[src/rtl/core/hrlm_pkg.sv]
// ----------------------------------------------------------------------------
// hrlm_pkg
// Types, codes and method tables shared by the request-line matcher.
// ----------------------------------------------------------------------------
package hrlm_pkg;

  typedef enum logic [2:0] {
    PH_FIRST,
    PH_SECOND,
    PH_METHOD,
    PH_SPACE,
    PH_PATH,
    PH_TOKEN,
    PH_DONE
  } phase_t;

  localparam int unsigned BYTE_W     = 8;
  localparam int unsigned CHOICE_W   = 4;
  localparam int unsigned OFFSET_W   = 3;
  localparam int unsigned COUNT_W    = 4;
  localparam int unsigned PROGRESS_W = 3;

  localparam logic [CHOICE_W-1:0] M_GET     = 4'd0;
  localparam logic [CHOICE_W-1:0] M_DELETE  = 4'd1;
  localparam logic [CHOICE_W-1:0] M_CONNECT = 4'd2;
  localparam logic [CHOICE_W-1:0] M_HEAD    = 4'd3;
  localparam logic [CHOICE_W-1:0] M_TRACE   = 4'd4;
  localparam logic [CHOICE_W-1:0] M_OPTIONS = 4'd5;
  localparam logic [CHOICE_W-1:0] M_PATCH   = 4'd6;
  localparam logic [CHOICE_W-1:0] M_POST    = 4'd7;
  localparam logic [CHOICE_W-1:0] M_PUT     = 4'd8;
  localparam logic [CHOICE_W-1:0] M_NONE    = 4'd15;
  localparam logic [CHOICE_W-1:0] M_LAST    = M_PUT;

  localparam logic [COUNT_W-1:0]    COUNT_MAX  = 4'd15;
  localparam logic [PROGRESS_W-1:0] TOKEN_FULL = 3'd4;
  localparam logic [PROGRESS_W-1:0] TOKEN_DEAD = 3'd5;
  localparam logic [COUNT_W-1:0]    LINE_MIN   = 4'd8;

  localparam logic [BYTE_W-1:0] CH_CR    = 8'h0D;
  localparam logic [BYTE_W-1:0] CH_LF    = 8'h0A;
  localparam logic [BYTE_W-1:0] CH_TAB   = 8'h09;
  localparam logic [BYTE_W-1:0] CH_SPACE = 8'h20;
  localparam logic [BYTE_W-1:0] CH_SLASH = 8'h2F;

  localparam logic [31:0] VERSION_WORD = "HTTP";

  function automatic logic is_ws(input logic [BYTE_W-1:0] c);
    return (c == CH_SPACE) || ((c >= CH_TAB) && (c <= CH_CR));
  endfunction

  function automatic logic is_eol(input logic [BYTE_W-1:0] c);
    return (c == CH_CR) || (c == CH_LF);
  endfunction

  // Method text, left aligned in seven character slots.
  function automatic logic [BYTE_W-1:0] method_char(input logic [CHOICE_W-1:0] choice,
                                                    input logic [OFFSET_W-1:0] offset);
    logic [55:0] text;
    unique case (choice)
      M_GET:     text = {"GET", 32'h0};
      M_DELETE:  text = {"DELETE", 8'h0};
      M_CONNECT: text = "CONNECT";
      M_HEAD:    text = {"HEAD", 24'h0};
      M_TRACE:   text = {"TRACE", 16'h0};
      M_OPTIONS: text = "OPTIONS";
      M_PATCH:   text = {"PATCH", 16'h0};
      M_POST:    text = {"POST", 24'h0};
      M_PUT:     text = {"PUT", 32'h0};
      default:   text = '0;
    endcase
    return text[55 - 8*offset -: 8];
  endfunction

  function automatic logic [COUNT_W-1:0] method_len(input logic [CHOICE_W-1:0] choice);
    unique case (choice)
      M_GET, M_PUT:                   return 4'd3;
      M_HEAD, M_POST:                 return 4'd4;
      M_TRACE, M_PATCH:               return 4'd5;
      M_DELETE:                       return 4'd6;
      M_CONNECT, M_OPTIONS:           return 4'd7;
      default:                        return 4'd0;
    endcase
  endfunction

  function automatic logic [BYTE_W-1:0] version_char(input logic [1:0] idx);
    return VERSION_WORD[31 - 8*idx -: 8];
  endfunction

endpackage

[src/rtl/core/hrlm_byte_if.sv]
// ----------------------------------------------------------------------------
// hrlm_byte_if
// Valid/ready channel carrying one payload byte and its end-of-payload mark.
// ----------------------------------------------------------------------------
interface hrlm_byte_if;
  logic                          valid;
  logic                          ready;
  logic [hrlm_pkg::BYTE_W-1:0]   data_byte;
  logic                          last_byte;

  modport source (output valid, output data_byte, output last_byte, input ready);
  modport sink   (input valid, input data_byte, input last_byte, output ready);
endinterface

[src/rtl/core/hrlm_verdict_if.sv]
// ----------------------------------------------------------------------------
// hrlm_verdict_if
// Valid/ready channel carrying one request-line verdict.
// ----------------------------------------------------------------------------
interface hrlm_verdict_if;
  logic valid;
  logic ready;
  logic is_request;

  modport source (output valid, output is_request, input ready);
  modport sink   (input valid, input is_request, output ready);
endinterface

[src/rtl/core/http_request_line_matcher_core.sv]
// ----------------------------------------------------------------------------
// http_request_line_matcher_core
// Byte-stream matcher that decides whether a payload opens with a request line.
// ----------------------------------------------------------------------------
// Usage:
//   byte_in carries the payload one byte per request, first byte first, with
//   last_byte set on the final byte. For each payload, verdict carries one
//   request, is_request, in the cycle after the last byte is taken.
//   Bytes without last_byte produce nothing on verdict.
// Throughput: one byte per cycle unless a held verdict stalls. Each byte passes through one stage of
//   small compare logic (method table lookup, whitespace test, "HTTP" token
//   match) that updates the scan registers and, on the last byte, the verdict
//   register.
// Stall: the verdict register is the only buffer. byte_in.ready drops while a
//   verdict is held and verdict.ready is low; it stays high when the verdict
//   is being taken in the same cycle.
// Reset: rst (synchronous) empties the verdict register and returns the scan
//   to the start of a payload. After every last byte the scan returns to the
//   same start state, so payloads follow back to back.
// ----------------------------------------------------------------------------
module http_request_line_matcher_core (
  input  logic                  clk,
  input  logic                  rst,
  hrlm_byte_if.sink             byte_in,
  hrlm_verdict_if.source        verdict
);

  // Scan registers
  hrlm_pkg::phase_t                      phase, phase_next;
  logic [hrlm_pkg::CHOICE_W-1:0]         method_choice, method_choice_next;
  logic [hrlm_pkg::OFFSET_W-1:0]         method_offset, method_offset_next;
  logic [hrlm_pkg::COUNT_W-1:0]          byte_count, byte_count_next;
  logic [hrlm_pkg::PROGRESS_W-1:0]       token_progress, token_progress_next;
  logic                                  token_good, token_good_next;
  logic                                  line_end_seen, line_end_seen_next;
  logic                                  failed, failed_next;

  // Verdict register
  logic out_valid;
  logic out_is_request;
  logic verdict_ok;

  logic                              accept;
  logic [hrlm_pkg::BYTE_W-1:0]       c;
  logic [hrlm_pkg::OFFSET_W-1:0]     offset_inc;

  assign c          = byte_in.data_byte;
  assign offset_inc = method_offset + 3'd1;

  // Take a new byte unless a held verdict is stalled.
  assign byte_in.ready = !out_valid || verdict.ready;
  assign accept        = byte_in.valid && byte_in.ready;

  assign verdict.valid      = out_valid;
  assign verdict.is_request = out_is_request;

  // Next scan state for the byte on the input.
  always_comb begin
    phase_next          = phase;
    method_choice_next  = method_choice;
    method_offset_next  = method_offset;
    token_progress_next = token_progress;
    token_good_next     = token_good;
    line_end_seen_next  = line_end_seen;
    failed_next         = failed;
    byte_count_next     = (byte_count == hrlm_pkg::COUNT_MAX) ? byte_count
                                                              : byte_count + 4'd1;

    // Once a check fails the scan freezes until the last byte.
    if (!failed) begin
      unique case (phase)
        hrlm_pkg::PH_FIRST: begin
          // P is ambiguous: decide on the second letter.
          method_offset_next = 3'd1;
          phase_next         = hrlm_pkg::PH_METHOD;
          unique case (c)
            "P": begin
              method_offset_next = method_offset;
              phase_next         = hrlm_pkg::PH_SECOND;
            end
            "G":     method_choice_next = hrlm_pkg::M_GET;
            "D":     method_choice_next = hrlm_pkg::M_DELETE;
            "C":     method_choice_next = hrlm_pkg::M_CONNECT;
            "H":     method_choice_next = hrlm_pkg::M_HEAD;
            "T":     method_choice_next = hrlm_pkg::M_TRACE;
            "O":     method_choice_next = hrlm_pkg::M_OPTIONS;
            default: begin
              method_offset_next = method_offset;
              phase_next         = phase;
              failed_next        = 1'b1;
            end
          endcase
        end
        hrlm_pkg::PH_SECOND: begin
          method_offset_next = 3'd2;
          phase_next         = hrlm_pkg::PH_METHOD;
          unique case (c)
            "A":     method_choice_next = hrlm_pkg::M_PATCH;
            "O":     method_choice_next = hrlm_pkg::M_POST;
            "U":     method_choice_next = hrlm_pkg::M_PUT;
            default: begin
              method_offset_next = method_offset;
              phase_next         = phase;
              failed_next        = 1'b1;
            end
          endcase
        end
        hrlm_pkg::PH_METHOD: begin
          if (method_choice > hrlm_pkg::M_LAST ||
              c != hrlm_pkg::method_char(method_choice, method_offset)) begin
            failed_next = 1'b1;
          end else begin
            method_offset_next = offset_inc;
            if ({1'b0, offset_inc} >= hrlm_pkg::method_len(method_choice)) begin
              phase_next = hrlm_pkg::PH_SPACE;
            end
          end
        end
        hrlm_pkg::PH_SPACE: begin
          // Line end straight after the method is rejected.
          if (hrlm_pkg::is_eol(c) || !hrlm_pkg::is_ws(c)) begin
            failed_next = 1'b1;
          end else begin
            phase_next = hrlm_pkg::PH_PATH;
          end
        end
        hrlm_pkg::PH_PATH: begin
          if (method_choice != hrlm_pkg::M_CONNECT && c != hrlm_pkg::CH_SLASH) begin
            failed_next = 1'b1;
          end else begin
            // Path start byte is not part of the version token.
            token_progress_next = '0;
            token_good_next     = 1'b0;
            if (hrlm_pkg::is_eol(c)) begin
              line_end_seen_next = 1'b1;
              failed_next        = 1'b1;
              phase_next         = hrlm_pkg::PH_DONE;
            end else begin
              phase_next = hrlm_pkg::PH_TOKEN;
            end
          end
        end
        hrlm_pkg::PH_TOKEN: begin
          priority if (hrlm_pkg::is_eol(c)) begin
            line_end_seen_next = 1'b1;
            failed_next        = !token_good;
            phase_next         = hrlm_pkg::PH_DONE;
          end else if (hrlm_pkg::is_ws(c)) begin
            // Whitespace opens a new token.
            token_progress_next = '0;
            token_good_next     = 1'b0;
          end else if (token_progress < hrlm_pkg::TOKEN_FULL) begin
            if (c == hrlm_pkg::version_char(token_progress[1:0])) begin
              token_progress_next = token_progress + 3'd1;
              token_good_next     = (token_progress + 3'd1 == hrlm_pkg::TOKEN_FULL);
            end else begin
              token_progress_next = hrlm_pkg::TOKEN_DEAD;
            end
          end else begin
            token_progress_next = token_progress;
          end
        end
        default: begin
          phase_next = phase;
        end
      endcase
    end
  end

  // Verdict for a payload ending on the current byte.
  always_comb begin
    verdict_ok = !failed_next && line_end_seen_next &&
                 (method_choice_next <= hrlm_pkg::M_LAST) &&
                 (byte_count_next >= hrlm_pkg::method_len(method_choice_next) +
                                     hrlm_pkg::LINE_MIN);
  end

  // Advance the scan; return to the start state after each last byte.
  always_ff @(posedge clk) begin
    if (rst) begin
      phase          <= hrlm_pkg::PH_FIRST;
      method_choice  <= hrlm_pkg::M_NONE;
      method_offset  <= '0;
      byte_count     <= '0;
      token_progress <= '0;
      token_good     <= 1'b0;
      line_end_seen  <= 1'b0;
      failed         <= 1'b0;
    end else if (accept) begin
      if (byte_in.last_byte) begin
        phase          <= hrlm_pkg::PH_FIRST;
        method_choice  <= hrlm_pkg::M_NONE;
        method_offset  <= '0;
        byte_count     <= '0;
        token_progress <= '0;
        token_good     <= 1'b0;
        line_end_seen  <= 1'b0;
        failed         <= 1'b0;
      end else begin
        phase          <= phase_next;
        method_choice  <= method_choice_next;
        method_offset  <= method_offset_next;
        byte_count     <= byte_count_next;
        token_progress <= token_progress_next;
        token_good     <= token_good_next;
        line_end_seen  <= line_end_seen_next;
        failed         <= failed_next;
      end
    end
  end

  // Hold the verdict until taken; load a new one on each last byte.
  always_ff @(posedge clk) begin
    if (rst) begin
      out_valid <= 1'b0;
    end else if (accept && byte_in.last_byte) begin
      out_valid <= 1'b1;
    end else if (verdict.ready) begin
      out_valid <= 1'b0;
    end
  end

  always_ff @(posedge clk) begin
    if (accept && byte_in.last_byte) begin
      out_is_request <= verdict_ok;
    end
  end

  // Checks
  a_last_gives_verdict: assert property (@(posedge clk) disable iff (rst)
    (accept && byte_in.last_byte) |=> out_valid)
    else $error("last byte taken without a verdict");

  a_last_restarts_scan: assert property (@(posedge clk) disable iff (rst)
    (accept && byte_in.last_byte) |=>
      (phase == hrlm_pkg::PH_FIRST && byte_count == '0 && !failed))
    else $error("scan not restarted after last byte");

  a_token_good_full: assert property (@(posedge clk) disable iff (rst)
    token_good == (token_progress == hrlm_pkg::TOKEN_FULL))
    else $error("token flag out of step with progress");

  a_line_end_done: assert property (@(posedge clk) disable iff (rst)
    line_end_seen |-> (phase == hrlm_pkg::PH_DONE))
    else $error("line end seen outside done phase");

  a_method_known: assert property (@(posedge clk) disable iff (rst)
    (phase == hrlm_pkg::PH_METHOD) |-> (method_choice <= hrlm_pkg::M_LAST))
    else $error("method phase without a chosen method");

endmodule
[src/flat_wrapper.sv]
// flat-port wrapper written by rule: the top's interface ports become plain ports
module http_request_line_matcher_core_flat 
  (clk, rst, byte_in_valid, byte_in_data_byte, byte_in_last_byte, byte_in_ready, verdict_valid, verdict_is_request, verdict_ready);
  hrlm_byte_if byte_in_i ();
  hrlm_verdict_if verdict_i ();
  input  logic clk;
  input  logic rst;
  input wire logic [$bits(byte_in_i.valid)-1:0] byte_in_valid;
  input wire logic [$bits(byte_in_i.data_byte)-1:0] byte_in_data_byte;
  input wire logic [$bits(byte_in_i.last_byte)-1:0] byte_in_last_byte;
  output wire logic [$bits(byte_in_i.ready)-1:0] byte_in_ready;
  output wire logic [$bits(verdict_i.valid)-1:0] verdict_valid;
  output wire logic [$bits(verdict_i.is_request)-1:0] verdict_is_request;
  input wire logic [$bits(verdict_i.ready)-1:0] verdict_ready;
  assign byte_in_i.valid = byte_in_valid;
  assign byte_in_i.data_byte = byte_in_data_byte;
  assign byte_in_i.last_byte = byte_in_last_byte;
  assign byte_in_ready = byte_in_i.ready;
  assign verdict_valid = verdict_i.valid;
  assign verdict_is_request = verdict_i.is_request;
  assign verdict_i.ready = verdict_ready;
  http_request_line_matcher_core u_core (.clk(clk), .rst(rst), .byte_in(byte_in_i), .verdict(verdict_i));
endmodule
[config.mk]
export PLATFORM = sky130hd
export DESIGN_NAME = http_request_line_matcher_core_flat
export DESIGN_NICKNAME = d
export VERILOG_FILES = /design/src/rtl/core/hrlm_pkg.sv /design/src/rtl/core/hrlm_byte_if.sv /design/src/rtl/core/hrlm_verdict_if.sv /design/src/rtl/core/http_request_line_matcher_core.sv /design/src/flat_wrapper.sv
export SDC_FILE = /design/constraint.sdc
export NUM_CORES = 1
export LEC_CHECK = 0
export ABC_AREA = 1
export BUFFER_PORTS_ARGS = -buffer_cell sky130_fd_sc_hd__clkbuf_2
export CAP_MARGIN = 20
export CELL_PAD_IN_SITES_DETAIL_PLACEMENT = 0
export CELL_PAD_IN_SITES_GLOBAL_PLACEMENT = 1
export CORE_MARGIN = 10
export CORE_UTILIZATION = 46
export CTS_BUF_LIST = sky130_fd_sc_hd__clkbuf_2
export DETAILED_ROUTE_END_ITERATION = 10
export HOLD_SLACK_MARGIN = 0.06
export PLACE_DENSITY = 0.87
export SLEW_MARGIN = 20
export SYNTH_ARGS = -nofsm -noshare
export SYNTH_HDL_FRONTEND = slang
export SYNTH_SLANG_ARGS = --single-unit
[constraint.sdc]
create_clock -name clk -period 3.2 [get_ports clk]
set_clock_uncertainty 0.1 [all_clocks]
set_input_delay 0 -clock clk [delete_from_list [all_inputs] [get_ports clk]]
set_output_delay 0 -clock clk [all_outputs]
set_load 0.01 [all_outputs]
Word-level counts from Yosys, hierarchy flattened --
Memory sizes are Yosys's and may differ from the RTL's. A register that Yosys moved wholly into a read port is not among the register bits. Index checks and enable logic that the tools add are counted.
Operators by class: equal/unequal tests 35, magnitude comparators 7, multiplexer cells 65, shifts and indexed selects 2, $add $sub $neg 6, reduce and logical (&&, ||, !) cells 28
Operators by type and width (count):
- 56-bit 2-to-1 mux | 2
- 8-bit by 7-bit equality test with 1-bit output (second input constant) | 9
- 63-bit by 33-bit indexed part select with 8-bit output | 1
- 3-bit 2-to-1 mux | 19
- 4-bit 2-to-1 mux | 11
- 39-bit by 33-bit indexed part select with 8-bit output (first input constant) | 1
- 4-bit one-hot mux with 6 select lines | 1
- 1-bit 2-to-1 mux | 22
- 3-bit inequality test (second input constant) | 6
- 3-bit one-hot mux with 6 select lines | 1
- 8-bit by 4-bit equality test with 1-bit output (second input constant) | 2
- 4-bit by 2-bit inequality test with 1-bit output (second input constant) | 3
- 3-bit one-hot mux with 2 select lines | 2
- 4-bit one-hot mux with 3 select lines | 1
- 6-bit AND reduction | 2
- 10-bit AND reduction | 1
- 3-bit equality test (second input constant) | 3
- 3-bit one-hot mux with 3 select lines | 1
- 8-bit by 6-bit equality test with 1-bit output (second input constant) | 1
- 8-bit equality test | 1
- 8-bit by 4-bit greater-or-equal comparator with 1-bit output (second input constant) | 1
- 8-bit by 4-bit less-or-equal comparator with 1-bit output (second input constant) | 1
- 8-bit by 6-bit inequality test with 1-bit output (second input constant) | 1
- 8-bit inequality test | 1
- other kinds (32) | 49
Storage, ports and cells: memories 3, input port bits 13, output and inout bits 3, flip-flop bits (word level) 22, ROM bits 736
Memory list:
- (no name shown) | depth 16, bits a word 40, rd ports 1, clocked after Yosys merged registers in 1, wr ports 0, line hrlm_pkg.sv:60 | unique case (choice)
- (no name shown) | depth 16, bits a word 3, rd ports 1, clocked after Yosys merged registers in 0, wr ports 0, line hrlm_pkg.sv:76 | unique case (choice)
- (no name shown) | depth 16, bits a word 3, rd ports 1, clocked after Yosys merged registers in 1, wr ports 0, line hrlm_pkg.sv:76

Depth between registers and ports, before layout --
Gate-level depths: netlist of the first run.
depth in word-level cells 15, gate-level depth with buffers 26, depth with buffers taken out 25

Worst setup path before layout of the first run --
No wires, ideal clock.
kind reg2reg, from register u_core.phase[0], to register u_core.out_is_request, in the netlist u_core.verdict.is_request (data pin), stages on the path, launching flop included 21, setup time 253 ps, period minus slack after synthesis 2619 ps, arrival time 2266 ps, path slack 581 ps, required time 2847 ps, cell sequence dfxtp_1 buf_2 nor2_1 nand2_1 nand2_1 nand2_1 inv_1 nand3_1 nand2_1 nand2_1 nor2_1 nand2_1 nand2_1 o21ai_0 ha_1 a21boi_0 o21a_1 o21ai_0 nor2_1 nand2_1 nor2_1
On the way: cells in the longest elaborated chain, start to end 7
Ends and longest elaborated chain:
- start, declared | line http_request_line_matcher_core.sv:29 | hrlm_pkg::phase_t phase, phase_next;
- start signal, assigned | line http_request_line_matcher_core.sv:181 | phase <= hrlm_pkg::PH_FIRST;
- start signal, assigned | line http_request_line_matcher_core.sv:191 | phase <= hrlm_pkg::PH_FIRST;
- start signal, assigned | line http_request_line_matcher_core.sv:200 | phase <= phase_next;
- 3-bit by 1-bit equality test with 1-bit output, or another cell as far along | line http_request_line_matcher_core.sv:71 | unique case (phase)
- 4-bit one-hot mux with 2 select lines or 1-bit one-hot mux with 6 select lines (tied branches) | line http_request_line_matcher_core.sv:71
- 4-bit 2-to-1 mux or 1-bit 2-to-1 mux (tied branches) | line http_request_line_matcher_core.sv:70 | if (!failed) begin
- memory read 16 x 3 bit or 1-bit zero test (tied branches)
- 4-bit adder or 1-bit logical AND (tied branches) | line http_request_line_matcher_core.sv:174, http_request_line_matcher_core.sv:172
- 4-bit greater-or-equal comparator or 1-bit logical AND (tied branches) | line http_request_line_matcher_core.sv:174, http_request_line_matcher_core.sv:172
- 1-bit logical AND * | line http_request_line_matcher_core.sv:173 | (method_choice_next <= hrlm_pkg::M_LAST) &&
- net u_core.verdict_ok | line http_request_line_matcher_core.sv:41 | logic verdict_ok;
- end signal, assigned | line http_request_line_matcher_core.sv:225 | out_is_request <= verdict_ok;
- end, declared | line http_request_line_matcher_core.sv:40 | logic out_is_request;
Mark *: on every way through the listed nets, which the timed path passes. The rest lies on a longest branch. A chain may end at the register's enable or synchronous reset.

Worst setup path after layout of the first run --
from input port byte_in_data_byte[7], to register u_core.out_is_request, in the netlist u_core.verdict.is_request (data pin)
On the way: cells in the longest elaborated chain, start to end 12
Ends and longest elaborated chain:
- start, declared | line flat_wrapper.sv:9 | input wire logic [$bits(byte_in_i.data_byte)-1:0] byte_in_data_byte;
- branches (longest 11 deep; another with 4-bit adder)
- 1-bit logical AND * | line http_request_line_matcher_core.sv:173
- net u_core.verdict_ok | line http_request_line_matcher_core.sv:41
Mark *: on every way through the listed nets, which the timed path passes.

==> impl_metrics.ini, run 1 <==
[timing]
finalSetupViolCount = 0
max_freq_mhz = 350
post-route-period-util_pct = 89.3
tightest_slew_ns = 0.558
slew_violations = 0
rsz0062_at_grt = false
timing.slew.headroom_pct = 62.5
setup_tns_ns = 0
hold_violations = 0
fin_crit_ns = 2.86

[cells_and_area]
syn_to_final_growth_pct = 9.35
final_core_util_pct = 52.4
diodes = 0
stdcell_area_sq_mm = 0.00386
fill_cells = 747
final_nets = 604
final_cell_mix = 150 x nand2_1, 61 x inv_1, 54 x nor2_1
fin_cells = 671
layout_commonest_cell = nand2_1
layout-drive-gt1-share_pct = 12.1

[global_routing]
grt_max_degree = 19
overflow = 0
grt_pass1_vias = 3231
antenna_found_initial = 0
track_usage_pct = 15.8
grt_pass1_wl_mm = 15.3

[floorplan]
core_sq_mm = 0.00737
ioPinCount = 16
die_w_um = 108
rows = 31
die_h_um = 108
dieArea_sq_mm = 0.0116
start_util_pct = 47.9

[power_and_ir_drop]
internal_power_mw = 1.10
power_mw = 1.99
clkPwrFrac_pct = 13.8
p_comb_share_pct = 47.2
swShare_pct = 44.7
switchingPower_mw = 0.890
power.density_mw_per_mm2 = 515
p_leak_nw = 1.94
pwr-share-seq_pct = 39.0
irDropWorstVdd_mv = 0.223

[synthesis]
avgSynthCellArea_sq_um = 6.48
netlist-cell-type-count = 42
ys_ff_latch = 53
async_flop_share_pct = 0
yosys.area.top_type_share_pct = 29.5
synth_flop_cell = dfxtp_1
synth_edf_count = 1
ys_warn_count = 0
synth_area_leaders = dfxtp_1 29%, nand2_1 16%, ha_1 6.7%
synth-seq-area-share_pct = 30.3
synth_area_sq_mm = 0.00353
syn-num-nets = 577
syn_inst = 545
synth_top_cell_by_area = dfxtp_1

[detailed_routing]
wire_per_inst_um = 13.3
wl_met1_mm = 4.37
via_count = 3473
drt_pass1_iterations = 5
wl_met3_um = 485
dr.max_layer_used = met4
route.detailed.drc = 0
drt_iter0_drc = 243
final_antenna_net_count = 0
wl_met2_mm = 3.91
postRouteWirelength_mm = 8.92
vias_per_cell = 5.18

[clock_tree]
cts_buffer_depth = 2
cts-buffers-inserted = 5
insertion_delay_ns = 0.46
cts.clk_slew.worst_paths_ns = 0.27
cts_tree = done
numClockSinks = 53
clock-root-buffer = clkbuf_2
htree_levels = 2

[placed_design]
dp.final_hpwl_mm = 6.95
routabilityCongestion = 0.918
place_area_sq_mm = 0.00371
numPortBuffers = 15
placedCellCount = 653

[setup_path]
cp_data_arrival_time_ns = 3.03
worst-path-max-fanout = 6
endpoint_kind = flop
worstPathRequired_ns = 3.37
start_kind = input port
worst-setup-path-type = input port to flop

[worst_hold_path]
hold_class = input port to flop

[outcome]
status = complete, no violations

[job]
drv_cap = 0
[layer usage]
metal / GRT usage, % / vias to the layer above
met3: 3.35 / 12
met2: 24.7 / 96
met5: 0 / -
met1: 21.5 / 1549
li1: - / 1816
met4: 4.10 / 0
[logic make-up after synthesis]
logic type | after synthesis | share of synthesized area [%]
flops | 53 | 30.3
simple gates | 296 | 37.7
xor+xnor | 7 | 1.74
mux | 1 | 0.319
compound gates | 83 | 13.5
buf+inv | 86 | 9.78
fa+ha+maj | 19 | 6.73
[through the flow]
stage | setup WS, ns | hold WS (ns)
after floorplan | 0.581 | -0.0309
after global placement | 0.409 | 0.210
after CTS | 0.307 | 0.0772
after detailed placement | 0.328 | 0.212
final | 0.342 | 0.102
after global routing | 0.0657 | 0.176
[cells in the mapped netlist, types with 2 or more instances]
| master | n |
|---|---|
| clkbuf_1 | 2 |
| inv_1 | 61 |
| buf_2 | 8 |
| nand3b_1 | 7 |
| nor2_2 | 5 |
| nor2_1 | 55 |
| nand4_1 | 8 |
| a21boi_0 | 2 |
| o21ai_0 | 23 |
| inv_2 | 12 |
| nand2_2 | 9 |
| o21ai_1 | 7 |
| o31ai_1 | 4 |
| nor3_1 | 8 |
| o211ai_1 | 3 |
| a21oi_2 | 3 |
| dfxtp_1 | 52 |
| a22oi_1 | 2 |
| nand2_4 | 2 |
| o21a_1 | 2 |
| nor2_4 | 3 |
| nand3_1 | 44 |
| nand2_1 | 150 |
| xor2_1 | 6 |
| ha_1 | 19 |
| o22ai_1 | 2 |
| a21oi_1 | 31 |
[worst paths after layout]
kind	endpoint	cells past startpoint	slack [ns]	start
max	u_core.verdict.is_request	25	0.34	byte_in_data_byte[7]
min	u_core.token_good	8	0.10	byte_in_data_byte[2]
max reg2reg	u_core.verdict.is_request	18	0.40	u_core.phase[1]
min reg2reg	u_core.token_progress[2]	2	0.42	u_core.token_progress[2]
[repair_timing]
action,CTS,global route
endpoints found under the setup margin,0,1
hold buffers,11,0
gates resized for setup,0,3
buffers inserted,0,0
hold endpoints to repair,17,0
[critical path: stages]
cell and delay, ns:
dlygate4sd3_1 0.53, clkbuf_2 0.14, inv_1 0.06, nand2_1 0.07
nor2_4 0.17, nand2_1 0.09, nand2_1 0.14, nor2_4 0.07
nand2_1 0.12, nand2_1 0.07, nand3_1 0.06, nand2_1 0.07
nand2_1 0.08, nand2_1 0.09, nor2_1 0.12, nand2_1 0.08
nand2_1 0.09, o21ai_0 0.11, ha_1 0.30, a21boi_0 0.12
o21a_1 0.17, o21ai_1 0.13, nor2_1 0.06, nand2_1 0.07
nor2_1 0.03
[layout make-up]
class                      count  area, sq um  area share [%]
multi-input combinational    406         2120            54.8
sequential                    53         1070            27.8
tap                           99          124            3.21
clock inverter                 2         13.8           0.356
clock buffer                   5         25.0           0.648
inverter                      75          287            7.42
timing repair buffer          31          223            5.77
[power groups by stage]
stage / sequential, mW / clock [mW] / combinational, mW
3_5_place_dp: 0.786 / 0 / 0.920
4_1_cts: 0.773 / 0.283 / 0.931
2_1_floorplan: 0.764 / 0 / 0.739
6_report: 0.776 / 0.275 / 0.939
5_1_grt: 0.785 / 0.303 / 1.08
3_3_place_gp: 0.785 / 0 / 0.914
Note: power is estimated with default switching activity, not from simulation.
==> run 2, diff against run 1 <==
- CORE_UTILIZATION: 46 -> 45
- PLACE_DENSITY: 0.87 -> 0.85
==> run 2 against run 1 <==
Against the previous run:
- first-iteration DRC count shrank 41%
- sequential share of layout area is essentially flat
- sequential power shrank 0.6%
- hold slack lost 0.012 ns
- critical endpoint unchanged
- largest cell class unchanged
==> impl_metrics.ini, run 2 (synthesis results as in run 1) <==
[detailed_routing]
postRouteWirelength_mm = 8.92
via_count = 3396
wire_per_inst_um = 13.3
drt_pass1_iterations = 4
route.detailed.drc = 0
final_antenna_net_count = 0
drt_iter0_drc = 143
vias_per_cell = 5.05

[global_routing]
grt_pass1_vias = 3207
grt_pass1_wl_mm = 15.2
overflow = 0
antenna_found_initial = 0
track_usage_pct = 15.7
grt_max_degree = 18

[timing]
slew_violations = 0
timing.hold.ws_ns = 0.0900
finalSetupViolCount = 0
timing.slew.headroom_pct = 59.3
post-route-period-util_pct = 90.9
rsz0062_at_grt = false
tightest_slew_ns = 0.605
max_freq_mhz = 344
hold_violations = 0
setup_tns_ns = 0
fin_crit_ns = 2.91

[setup_path]
worst-setup-path-type = input port to flop
rr_endpoint = u_core.verdict.is_request
r2r_cells = 19
worstPathRequired_ns = 3.36
worst-path-max-fanout = 6
critPathSlowestCell = dlygate4sd3_1
path_common_cell = nand2_1
start_kind = input port
max_stage_delay_ns = 0.53
cp_top_family = simple AND/OR/NAND/NOR gates
reg2reg_from = u_core.phase[0]
endpoint_kind = flop
r2r_slack_ns = 0.35
cp.buffers_inverters = 3
cp_data_arrival_time_ns = 3.07

[power_and_ir_drop]
power_mw = 2.08
irDropWorstVdd_mv = 0.268
power.density_mw_per_mm2 = 539
clkPwrFrac_pct = 17.5
swShare_pct = 43.2
pwr-share-seq_pct = 37.0
switchingPower_mw = 0.901
p_comb_share_pct = 45.5
internal_power_mw = 1.18
p_leak_nw = 1.94

[placed_design]
dp.final_hpwl_mm = 7.05
routabilityCongestion = 0.879
numPortBuffers = 15

[clock_tree]
insertion_delay_ns = 0.45
cts.clk_slew.worst_paths_ns = 0.29
numClockSinks = 53
cts_buffer_depth = 2
htree_levels = 2
clock-root-buffer = clkbuf_2
cts_tree = done
cts-buffers-inserted = 5

[floorplan]
ioPinCount = 16
die_w_um = 109
die_h_um = 109
start_util_pct = 45.9
dieArea_sq_mm = 0.0118
rows = 32
core_sq_mm = 0.00769

[job]
drv_cap = 0

[cells_and_area]
syn_to_final_growth_pct = 9.49
layout-drive-gt1-share_pct = 11.8
layout_commonest_cell = nand2_1
final_cell_mix = 150 x nand2_1, 61 x inv_1, 55 x nor2_1
diodes = 0
final_nets = 601

[outcome]
status = complete, no violations

[worst_hold_path]
hold_depth = 8
min_to = u_core.token_good
hold_class = input port to flop
hp-start = byte_in_data_byte[2]
-- run 2: final cells by class --
class / instances / area [sq um]
well taps: 102 / 128
flip-flops and latches: 53 / 1070
fillers: 835 / 3820
inverters: 75 / 287
multi-input cells: 406 / 2120
clock inverters: 3 / 45.0
repair buffers: 28 / 195
clock buffers: 5 / 25.0
-- run 2: how the worst max path moves through the flow --
stage | cells after the start | slack [ns] | startpoint | end
after floorplan | 20 | 0.58 | u_core.phase[0] | u_core.verdict.is_request
after global placement | 24 | 0.37 | byte_in_data_byte[4] | u_core.verdict.is_request
after detailed placement | 24 | 0.34 | byte_in_data_byte[4] | u_core.verdict.is_request
after CTS | 19 | 0.33 | u_core.phase[0] | u_core.verdict.is_request
after global routing | 19 | 0.03 | u_core.phase[0] | u_core.verdict.is_request
final | 25 | 0.29 | byte_in_data_byte[7] | u_core.verdict.is_request
-- run 2: tightest hold or removal path, delay by kind of cell --
kind	cells	cell delay [ns]
compound gates	2	0.14
buf+inv	1	0.12
simple gates	5	0.38
-- run 2: per-layer routing --
| metal | global-route usage [%] | wire length [um] | vias to the layer above |
|---|---|---|---|
| met5 | 0 | 0 | - |
| met2 | 24.6 | 3920 | 40 |
| met4 | 4.05 | 124 | 0 |
| li1 | - | - | 1802 |
| met1 | 21.8 | 4580 | 1544 |
| met3 | 2.50 | 294 | 10 |
-- run 2: power by group through the flow --
| stage | Sequential (mW) | Combinational (mW) | Clock, mW |
|---|---|---|---|
| floorplan | 0.764 | 0.739 | 0 |
| global placement | 0.781 | 0.925 | 0 |
| detailed placement | 0.782 | 0.935 | 0 |
| CTS | 0.769 | 0.944 | 0.373 |
| global route | 0.779 | 1.09 | 0.396 |
| finish | 0.771 | 0.949 | 0.365 |
-- run 2: what timing repair did --
| action | CTS | global route |
|---|---|---|
| resized for setup | 0 | 1 |
| hold endpoints to repair | 16 | 0 |
| setup endpoints to repair | 0 | 1 |
| buffers inserted | 0 | 0 |
| hold buffers | 9 | 0 |
-- run 2: through the flow --
step / cells / area, sq um / util, % / worst slack, ns
2_1_floorplan: 545 / 3530 / - / 0.581
3_3_place_gp: 655 / 3710 / 48.2 / 0.369
3_5_place_dp: 655 / 3710 / 48.2 / 0.336
4_1_cts: 672 / 3870 / 50.3 / 0.331
5_1_grt: 672 / 3870 / 50.3 / 0.0306
6_report: 672 / 3870 / 50.3 / 0.290
